$ cat config.mk
export PLATFORM = sky130hd
export DESIGN_NAME = low_soc_fast_charge_policy
export DESIGN_NICKNAME = d
export VERILOG_FILES = /design/src/design/lsfc_pkg.sv /design/src/design/lsfc_tables.sv /design/src/design/lsfc_decide.sv /design/src/design/low_soc_fast_charge_policy.sv
export SDC_FILE = /design/constraint.sdc
export NUM_CORES = 1
export LEC_CHECK = 0
export BUFFER_PORTS_ARGS = -buffer_cell sky130_fd_sc_hd__buf_4
export CELL_PAD_IN_SITES_DETAIL_PLACEMENT = 1
export CELL_PAD_IN_SITES_GLOBAL_PLACEMENT = 1
export CORE_ASPECT_RATIO = 0.6
export CORE_MARGIN = 3
export CORE_UTILIZATION = 53
export DETAILED_ROUTE_END_ITERATION = 10
export PLACE_DENSITY = 0.75
export SYNTH_ARGS = -nofsm -noshare
export SYNTH_HDL_FRONTEND = slang
export SYNTH_SLANG_ARGS = --single-unit
$ cat constraint.sdc
create_clock -name clock -period 4.3 [get_ports clock]
set_input_delay 0.645 -clock clock [delete_from_list [all_inputs] [get_ports clock]]
set_output_delay 0.645 -clock clock [all_outputs]
set_load 0.005 [all_outputs]
$ cat src/design/lsfc_pkg.sv
// Shared types and constants for the low-charge fast-charge current policy.
`timescale 1ns / 1ps

package lsfc_pkg;

   // Action codes carried in the request beat.
   localparam logic [1:0] ACT_TICK      = 2'd0;
   localparam logic [1:0] ACT_LOAD_FAST = 2'd1;
   localparam logic [1:0] ACT_LOAD_MIT  = 2'd2;

   // Configuration register indexes.
   localparam logic [1:0] CSR_FAST_ENABLE = 2'd0;
   localparam logic [1:0] CSR_TABLE_ERROR = 2'd1;
   localparam logic [1:0] CSR_MAX_LEVEL   = 2'd2;

   localparam logic [3:0] MAX_LEVEL_RESET = 4'd15;

   // Policy thresholds.
   localparam logic [6:0]         SOC_FAST_LIMIT   = 7'd40;
   localparam logic [31:0]        BRIGHT_WINDOW_S  = 32'd10;
   localparam logic signed [11:0] HOT_HOLD_TEMP_DC = 12'sd410;
   localparam logic signed [11:0] FAST_CUTOFF_DC   = 12'sd420;
   localparam logic [3:0]         LEVEL_HOT        = 4'd8;
   localparam logic [3:0]         LEVEL_WARM       = 4'd7;

   typedef struct packed {
      logic [1:0]         action;
      logic [3:0]         entry_index;
      logic [14:0]        entry_current_ma;
      logic [3:0]         heat_level;
      logic [6:0]         charge_percent;
      logic               source_is_pps;
      logic               plugged_for_fast;
      logic               screen_lit;
      logic signed [11:0] board_temp_dc;
      logic [31:0]        now_seconds;
   } lsfc_req_type;

   typedef struct packed {
      logic        limit_valid;
      logic [14:0] current_limit_ma;
      logic        fast_mode;
      logic        feature_active;
   } lsfc_rsp_type;

   typedef struct packed {
      logic       fast_enable;
      logic       table_error;
      logic [3:0] max_level;
   } lsfc_cfg_type;

endpackage

$ cat src/design/lsfc_tables.sv
// Fast and mitigation current tables, one write port and one registered read each.
`timescale 1ns / 1ps

module lsfc_tables #(
   parameter int LEVEL_COUNT = 16
) (
   input  logic                           clock,
   input  logic                           wr_fast,
   input  logic                           wr_mit,
   input  logic [$clog2(LEVEL_COUNT)-1:0] wr_addr,
   input  logic [14:0]                    wr_data,
   input  logic                           rd_en,
   input  logic [$clog2(LEVEL_COUNT)-1:0] rd_addr,
   output logic [14:0]                    fast_rd,
   output logic [14:0]                    mit_rd
);
   import lsfc_pkg::*;

   logic [14:0] fast_mem [LEVEL_COUNT];
   logic [14:0] mit_mem  [LEVEL_COUNT];
   logic [14:0] fast_rd_ff;
   logic [14:0] mit_rd_ff;

   always_ff @(posedge clock) begin
      if (wr_fast) begin
         fast_mem[wr_addr] <= wr_data;
      end
      if (wr_mit) begin
         mit_mem[wr_addr] <= wr_data;
      end
      if (rd_en) begin
         fast_rd_ff <= fast_mem[rd_addr];
         mit_rd_ff  <= mit_mem[rd_addr];
      end
   end

   assign fast_rd = fast_rd_ff;
   assign mit_rd  = mit_rd_ff;

endmodule

$ cat src/design/lsfc_decide.sv
// Per-tick decision logic together with the screen tracker, hot hold and mode flags.
`timescale 1ns / 1ps

module lsfc_decide (
   input  logic                  clock,
   input  logic                  reset,
   input  logic                  commit,
   input  lsfc_pkg::lsfc_req_type item,
   input  lsfc_pkg::lsfc_cfg_type cfg,
   input  logic [14:0]           fast_rd,
   input  logic [14:0]           mit_rd,
   output lsfc_pkg::lsfc_rsp_type rsp
);
   import lsfc_pkg::*;

   typedef enum logic [1:0] {
      PH_DEFAULT,
      PH_BLACK,
      PH_TO_BRIGHT,
      PH_BRIGHT
   } phase_type;

   phase_type   phase_ff, phase_in;
   logic [31:0] start_ff, start_in;
   logic [3:0]  prev_level_ff, prev_level_in;
   logic        hot_ff, hot_in;
   logic        mode_ff, mode_in;
   logic        active_ff, active_in;

   logic        is_tick, qualify, err, run;
   logic        screen_ok, hot_block, fast;
   logic        temp_warm;
   logic [31:0] delta;

   always_comb begin
      phase_in      = phase_ff;
      start_in      = start_ff;
      prev_level_in = prev_level_ff;
      hot_in        = hot_ff;
      mode_in       = mode_ff;
      active_in     = active_ff;
      screen_ok     = 1'b1;
      hot_block     = 1'b0;

      is_tick = (item.action == ACT_TICK);
      qualify = item.source_is_pps && (item.charge_percent <= SOC_FAST_LIMIT) &&
                item.plugged_for_fast && cfg.fast_enable;
      err = is_tick && ((item.heat_level == 4'd0) ||
            (qualify && (cfg.table_error || (item.heat_level > cfg.max_level))));
      run = is_tick && !err && qualify;
      delta = item.now_seconds - start_ff;
      temp_warm = (item.board_temp_dc > HOT_HOLD_TEMP_DC);

      if (err) begin
         prev_level_in = item.heat_level;
      end

      if (run) begin
         // Screen tracker: fast mode is allowed for a short window after turn-on.
         if (item.screen_lit && (phase_ff == PH_DEFAULT || phase_ff == PH_BLACK)) begin
            phase_in = PH_TO_BRIGHT;
            start_in = item.now_seconds;
         end else if (item.screen_lit) begin
            phase_in  = PH_BRIGHT;
            screen_ok = (delta <= BRIGHT_WINDOW_S);
         end else begin
            phase_in = PH_BLACK;
         end

         // Hot hold starts on a drop from level 8 to 7 while warm.
         if (prev_level_ff == LEVEL_HOT && item.heat_level == LEVEL_WARM && temp_warm) begin
            hot_in    = 1'b1;
            hot_block = 1'b1;
         end else if (prev_level_ff == LEVEL_WARM &&
                      (item.heat_level == LEVEL_WARM || item.heat_level == LEVEL_HOT) &&
                      hot_ff && temp_warm) begin
            hot_block = 1'b1;
         end else begin
            hot_in = 1'b0;
         end

         prev_level_in = item.heat_level;
      end

      fast = screen_ok && !hot_block && !(item.board_temp_dc > FAST_CUTOFF_DC);

      if (run) begin
         mode_in   = fast;
         active_in = fast;
      end

      rsp.limit_valid      = err || run;
      rsp.current_limit_ma = err ? mit_rd : (run ? (fast ? fast_rd : mit_rd) : 15'd0);
      rsp.fast_mode        = mode_in;
      rsp.feature_active   = active_in;
   end

   always_ff @(posedge clock) begin
      if (reset) begin
         phase_ff      <= PH_DEFAULT;
         start_ff      <= '0;
         prev_level_ff <= '0;
         hot_ff        <= 1'b0;
         mode_ff       <= 1'b0;
         active_ff     <= 1'b0;
      end else if (commit) begin
         phase_ff      <= phase_in;
         start_ff      <= start_in;
         prev_level_ff <= prev_level_in;
         hot_ff        <= hot_in;
         mode_ff       <= mode_in;
         active_ff     <= active_in;
      end
   end

endmodule

$ cat src/design/low_soc_fast_charge_policy.sv
// Top level of the low-charge fast-charge current policy.
`timescale 1ns / 1ps

// Every request beat yields exactly one response beat. A tick beat picks a
// charge-current limit from the fast table or the mitigation table, indexed
// by the thermal level (levels past the table end use the last entry); load
// beats write one table entry when its index is in range and answer with
// limit_valid low and the mode flags unchanged. The block is a two-register
// pipeline: the table read is launched as the request is accepted, the
// decision is made from the input register and the read data, and the
// response register holds the result. One beat is accepted every cycle
// while the response side is not stalled. An accepted request waits in the
// input register and moves on once the response register is free or being
// emptied; the response register decouples the sides so a new request is
// still taken while a finished response waits and the input register is
// empty. Table entries power up undefined and must be loaded before a tick
// reads them. Configuration writes are taken at any time (csr_ready is
// always high) but should be issued only while no beat is in flight.

module low_soc_fast_charge_policy #(
   parameter int LEVEL_COUNT = 16
) (
   input  logic                  clock,
   input  logic                  reset,

   input  logic                  req_valid,
   output logic                  req_stall,
   input  lsfc_pkg::lsfc_req_type req_data,

   output logic                  rsp_valid,
   input  logic                  rsp_stall,
   output lsfc_pkg::lsfc_rsp_type rsp_data,

   input  logic                  csr_valid,
   output logic                  csr_ready,
   input  logic [1:0]            csr_index,
   input  logic [3:0]            csr_wdata
);
   import lsfc_pkg::*;

   localparam int IDX_W = $clog2(LEVEL_COUNT);

   lsfc_cfg_type cfg_ff;
   logic         s1_valid_ff, s1_valid_in;
   lsfc_req_type s1_item_ff;
   logic         rsp_valid_ff, rsp_valid_in;
   lsfc_rsp_type rsp_data_ff;
   lsfc_rsp_type rsp_next;

   logic             req_accept, advance;
   logic [6:0]       level_ext, eidx_ext;
   logic             entry_in_range;
   logic [IDX_W-1:0] rd_addr, wr_addr;
   logic             wr_fast, wr_mit, rd_en;
   logic [14:0]      fast_rd, mit_rd;

   // The input register moves on whenever the response register is free
   // or is being emptied this cycle.
   assign advance     = s1_valid_ff && (!rsp_valid_ff || !rsp_stall);
   assign req_stall   = s1_valid_ff && rsp_valid_ff && rsp_stall;
   assign req_accept  = req_valid && !req_stall;
   assign s1_valid_in = req_accept || (s1_valid_ff && !advance);
   assign rsp_valid_in = advance || (rsp_valid_ff && rsp_stall);

   // Table addressing straight off the request beat, so the read data is
   // ready alongside the input register.
   assign level_ext      = 7'(req_data.heat_level);
   assign eidx_ext       = 7'(req_data.entry_index);
   assign rd_addr        = (level_ext < 7'(LEVEL_COUNT)) ? IDX_W'(req_data.heat_level)
                                                         : IDX_W'(LEVEL_COUNT - 1);
   assign wr_addr        = IDX_W'(req_data.entry_index);
   assign entry_in_range = (eidx_ext < 7'(LEVEL_COUNT));
   assign wr_fast = req_accept && entry_in_range && (req_data.action == ACT_LOAD_FAST);
   assign wr_mit  = req_accept && entry_in_range && (req_data.action == ACT_LOAD_MIT);
   assign rd_en   = req_accept && (req_data.action == ACT_TICK);

   lsfc_tables #(
      .LEVEL_COUNT(LEVEL_COUNT)
   ) u_tables (
      .clock  (clock),
      .wr_fast(wr_fast),
      .wr_mit (wr_mit),
      .wr_addr(wr_addr),
      .wr_data(req_data.entry_current_ma),
      .rd_en  (rd_en),
      .rd_addr(rd_addr),
      .fast_rd(fast_rd),
      .mit_rd (mit_rd)
   );

   lsfc_decide u_decide (
      .clock  (clock),
      .reset  (reset),
      .commit (advance),
      .item   (s1_item_ff),
      .cfg    (cfg_ff),
      .fast_rd(fast_rd),
      .mit_rd (mit_rd),
      .rsp    (rsp_next)
   );

   always_ff @(posedge clock) begin
      if (reset) begin
         s1_valid_ff         <= 1'b0;
         rsp_valid_ff        <= 1'b0;
         cfg_ff.fast_enable  <= 1'b0;
         cfg_ff.table_error  <= 1'b0;
         cfg_ff.max_level    <= MAX_LEVEL_RESET;
      end else begin
         s1_valid_ff  <= s1_valid_in;
         rsp_valid_ff <= rsp_valid_in;
         if (csr_valid) begin
            unique case (csr_index)
               CSR_FAST_ENABLE: cfg_ff.fast_enable <= csr_wdata[0];
               CSR_TABLE_ERROR: cfg_ff.table_error <= csr_wdata[0];
               CSR_MAX_LEVEL:   cfg_ff.max_level   <= csr_wdata;
               default: ;
            endcase
         end
      end
      if (req_accept) begin
         s1_item_ff <= req_data;
      end
      if (advance) begin
         rsp_data_ff <= rsp_next;
      end
   end

   assign csr_ready = 1'b1;
   assign rsp_valid = rsp_valid_ff;
   assign rsp_data  = rsp_data_ff;

   // The request side only stalls while it holds a beat of its own.
   assert property (@(posedge clock) disable iff (reset) req_stall |-> s1_valid_ff)
      else $error("request stalled with an empty input register");

   // A beat leaving the input register always lands in the response register.
   assert property (@(posedge clock) disable iff (reset) advance |=> rsp_valid_ff)
      else $error("advanced beat did not reach the response register");

   // Both mode flags are always updated together.
   assert property (@(posedge clock) disable iff (reset)
                    rsp_valid_ff |-> (rsp_data_ff.fast_mode == rsp_data_ff.feature_active))
      else $error("fast_mode and feature_active disagree");

   // No limit is reported without limit_valid.
   assert property (@(posedge clock) disable iff (reset)
                    (rsp_valid_ff && !rsp_data_ff.limit_valid) |->
                    (rsp_data_ff.current_limit_ma == 15'd0))
      else $error("current limit issued without limit_valid");

endmodule
==> metrics <==
post-synth top area share about two thirds; Mapped Nets about 1,600; RePlAce Congestion a little over 0.9; status complete, no violations; Slew headroom 23.1%; drt wl/cell a little under 30 µm; DR WL met3 about 6.3 mm; RSZ-0062 raised after global routing false; ys flop type edfxtp_1; Hold EP s1_item_ff[16]$_DFFE_PP_; fin crit period around 4.1 ns; Max Fclk ~0.24 GHz; antenna viol nets, final 0; H-tree levels 2; hold_sp req_data[16]; Final WS setup 0.174 ns; Top-Level Pins 111; Unique masters post-synth 82; Area contributors post-synth edfxtp_1, mux4_2, dfxtp_1; DR iter-0 viols roughly 1,600; Worst Tran Pin Value about 1.1 ns; Final Cell Area 30,100 µm²; Clock Sinks 636; first-pass GRT wire length between 100 and 150 mm; pre-CTS setup slack -0.0186 ns; die area 52,300 µm²; 1st-pass router iterations 5; worst vdd rail ir drop between 0.3 and 0.4 mV; Setup violations, final 0; CTS tree done; Crit Path Max Fanout 15; post-synthesis compound-gate area fraction 5.42%; commonest cells after routing, fill and taps aside edfxtp_1, buf_4, mux4_2; post-synthesis adder-cell area fraction about 1.7%; initial antenna violation count 6; r2r worst-path depth 11; origin of the critical flop-to-flop path s1_item_ff[28]$_DFFE_PP_; mux cell area share after synthesis between 10% and 20%; n_diodes 0; crit path launch type flop; Placed Cells between 2,000 and 2,500; metal2 WL between 30 and 40 mm; CORE AREA between 40,000 and 50,000 µm²; largest net degree at the start of global routing 54; Die W between 200 and 300 µm; Longest Clk Path Bufs 3; vias in the first global route 15,500; Layout area overhead 14.9%; Max Cap Viol 0; Seq/Total Area, Yosys a little under three quarters; static leakage a little under 10 nW; via count between 15,000 and 20,000; Fin. Hold Viols 0; grt ovf 0; All-Layer GR Usage a little over a quarter; Num CTS Buffers 56; Total Wirelength around 70 mm; Seq cells post-synth between 600 and 700; nets@finish 1,810; simple logic cell fraction of the synthesized area just over 6%; share of cells above drive strength 1 approximately 27%; port bufs about 110; hold depth 1; critical path class flop to flop; Post-Route Setup TNS 0 ns; Post-Syn Instances roughly 1,500; CP required ~4.6 ns; Setup Buffers After CTS 0; Worst EP arrival around 4.5 ns; commonest non-fill, non-tap cell in the layout edfxtp_1; Worst R2R End rsp_data[3]$_DFFE_PP_; post-synthesis async set-or-reset flop share 0%; DR DRC count 0; Clock transition at path regs ~0.070 ns; Die Y 178 µm; Crit. End Element flop; final-report max-slew violation count 0; vias per inst between 6 and 7; clk root buf clkbuf_16; wl on met1 about 30 mm; Ys Warns 0; XOR/XNOR share of the synthesized area less than 1%; EDFF count, synth slightly below 600; leading area contributor after synthesis edfxtp_1; initial core utilization between 50% and 60%; Pwr per Cell Area about 420 nW/µm²; reg-to-reg setup timing slack around 0.17 ns; worst-skew pair later-pin latency 0.60 ns; Rows 62; hold_buf cts 0; worst hold slack roughly 0.21 ns; Highest Signal Layer met5; post-route clock skew between 0.03 and 0.04 ns; Mapped Avg Cell Area 17.4 µm²; worst hold-check path type input pin to flop; period utilisation layout 95.9%; Placed Area about 28,000 µm²; mapped cell area 26,200 µm²; non-filler instance count after layout approximately 2,400; post-DP HPWL 45.9 mm; largest family of logic cells by synthesized area multiplexers
worst max-delay path: stages, from the launching register on:
cell	delay, ns
edfxtp_1	0.47
ha_1	0.46
a21o_1	0.26
a21o_1	0.21
a2111o_1	0.37
a2111oi_2	0.33
and4bb_1	0.25
nand4b_1	0.10
or4_4	0.50
or4_4	0.68
nand3_1	0.14
o21ai_1	0.09
how the worst max path moves through the flow:
stage | slack [ns] | start | depth (start not counted) | endpoint
floorplan | 0.54 | s1_item_ff[28]$_DFFE_PP_ | 14 | rsp_data[10]$_DFFE_PP_
global placement | 0.008 | s1_item_ff[10]$_DFFE_PP_ | 10 | rsp_data[4]$_DFFE_PP_
detailed placement | -0.02 | s1_item_ff[10]$_DFFE_PP_ | 10 | rsp_data[4]$_DFFE_PP_
CTS | 0.02 | s1_item_ff[10]$_DFFE_PP_ | 10 | rsp_data[4]$_DFFE_PP_
global route | 0.02 | s1_item_ff[0]$_DFFE_PP_ | 13 | rsp_data[4]$_DFFE_PP_
finish | 0.17 | s1_item_ff[28]$_DFFE_PP_ | 11 | rsp_data[3]$_DFFE_PP_
power by group:
part           switching (mW)  internal, mW
Clock                    2.24          2.83
Combinational           0.498         0.341
Sequential             0.0426          6.85
Total                    2.78          10.0
state kept, by name, summed over array words and instances (netlist names), 4 cells and up:
name,flops
u_decide.start_ff,32
u_tables.fast_rd,15
u_decide.prev_level_ff,4
u_tables.mit_rd,15
cfg_ff,6
u_tables.mit_mem,240
s1_item_ff,60
rsp_data,18
u_tables.fast_mem,240
synthesized netlist by cell type, types with 11 or more instances:
library cell and instances:
mux4_2 150, nor2_1 67, inv_1 59, nand2b_1 13, o21ai_1 13, buf_1 16, edfxtp_1 588, a21oi_1 81
nand2_1 108, ha_1 35, o21a_1 15, nand3_1 26, nor3_1 19, clkbuf_1 43, o21ai_0 23, dfxtp_1 48
mux2i_1 11, nand4_1 16
cell families (layout without fill, tap and decap cells):
kind of cell,after synthesis,count (layout)
adder cells (fa/ha/maj),36,36
multiplexers,163,163
flip-flops,636,636
XOR/XNOR,8,8
AND/OR/NAND/NOR,320,320
buffers and inverters,130,348
other,1,1
AO/OA/AOI/OAI,217,217
final cells by class:
| class | instances | area [µm²] |
|---|---|---|
| clock inverter | 38 | 392 |
| fill | 4230 | 18200 |
| sequential | 636 | 18600 |
| multi-input combinational | 745 | 7170 |
| timing repair buffer | 186 | 1490 |
| inverter | 59 | 221 |
| tap | 640 | 801 |
| clock buffer | 65 | 1450 |
routing by layer:
| layer | up-vias | GRT usage, % |
|---|---|---|
| li1 | 6372 | - |
| met1 | 7908 | 41.9 |
| met2 | 666 | 40.6 |
| met3 | 89 | 5.81 |
| met4 | 4 | 4.88 |
| met5 | - | 0 |
what timing repair did:
| item | CTS | global route |
|---|---|---|
| endpoints found under the setup margin | 15 | 15 |
| gates resized for setup | 1 | 8 |
| cloned | 0 | 0 |
per-stage QoR:
stage,utilization [%],power (mW)
floorplan,-,7.47
global placement,58.5,7.82
detailed placement,58.5,7.85
CTS,62.3,12.9
global route,62.4,13.2
finish,62.4,12.8
Power figures use the tool's default switching activity.
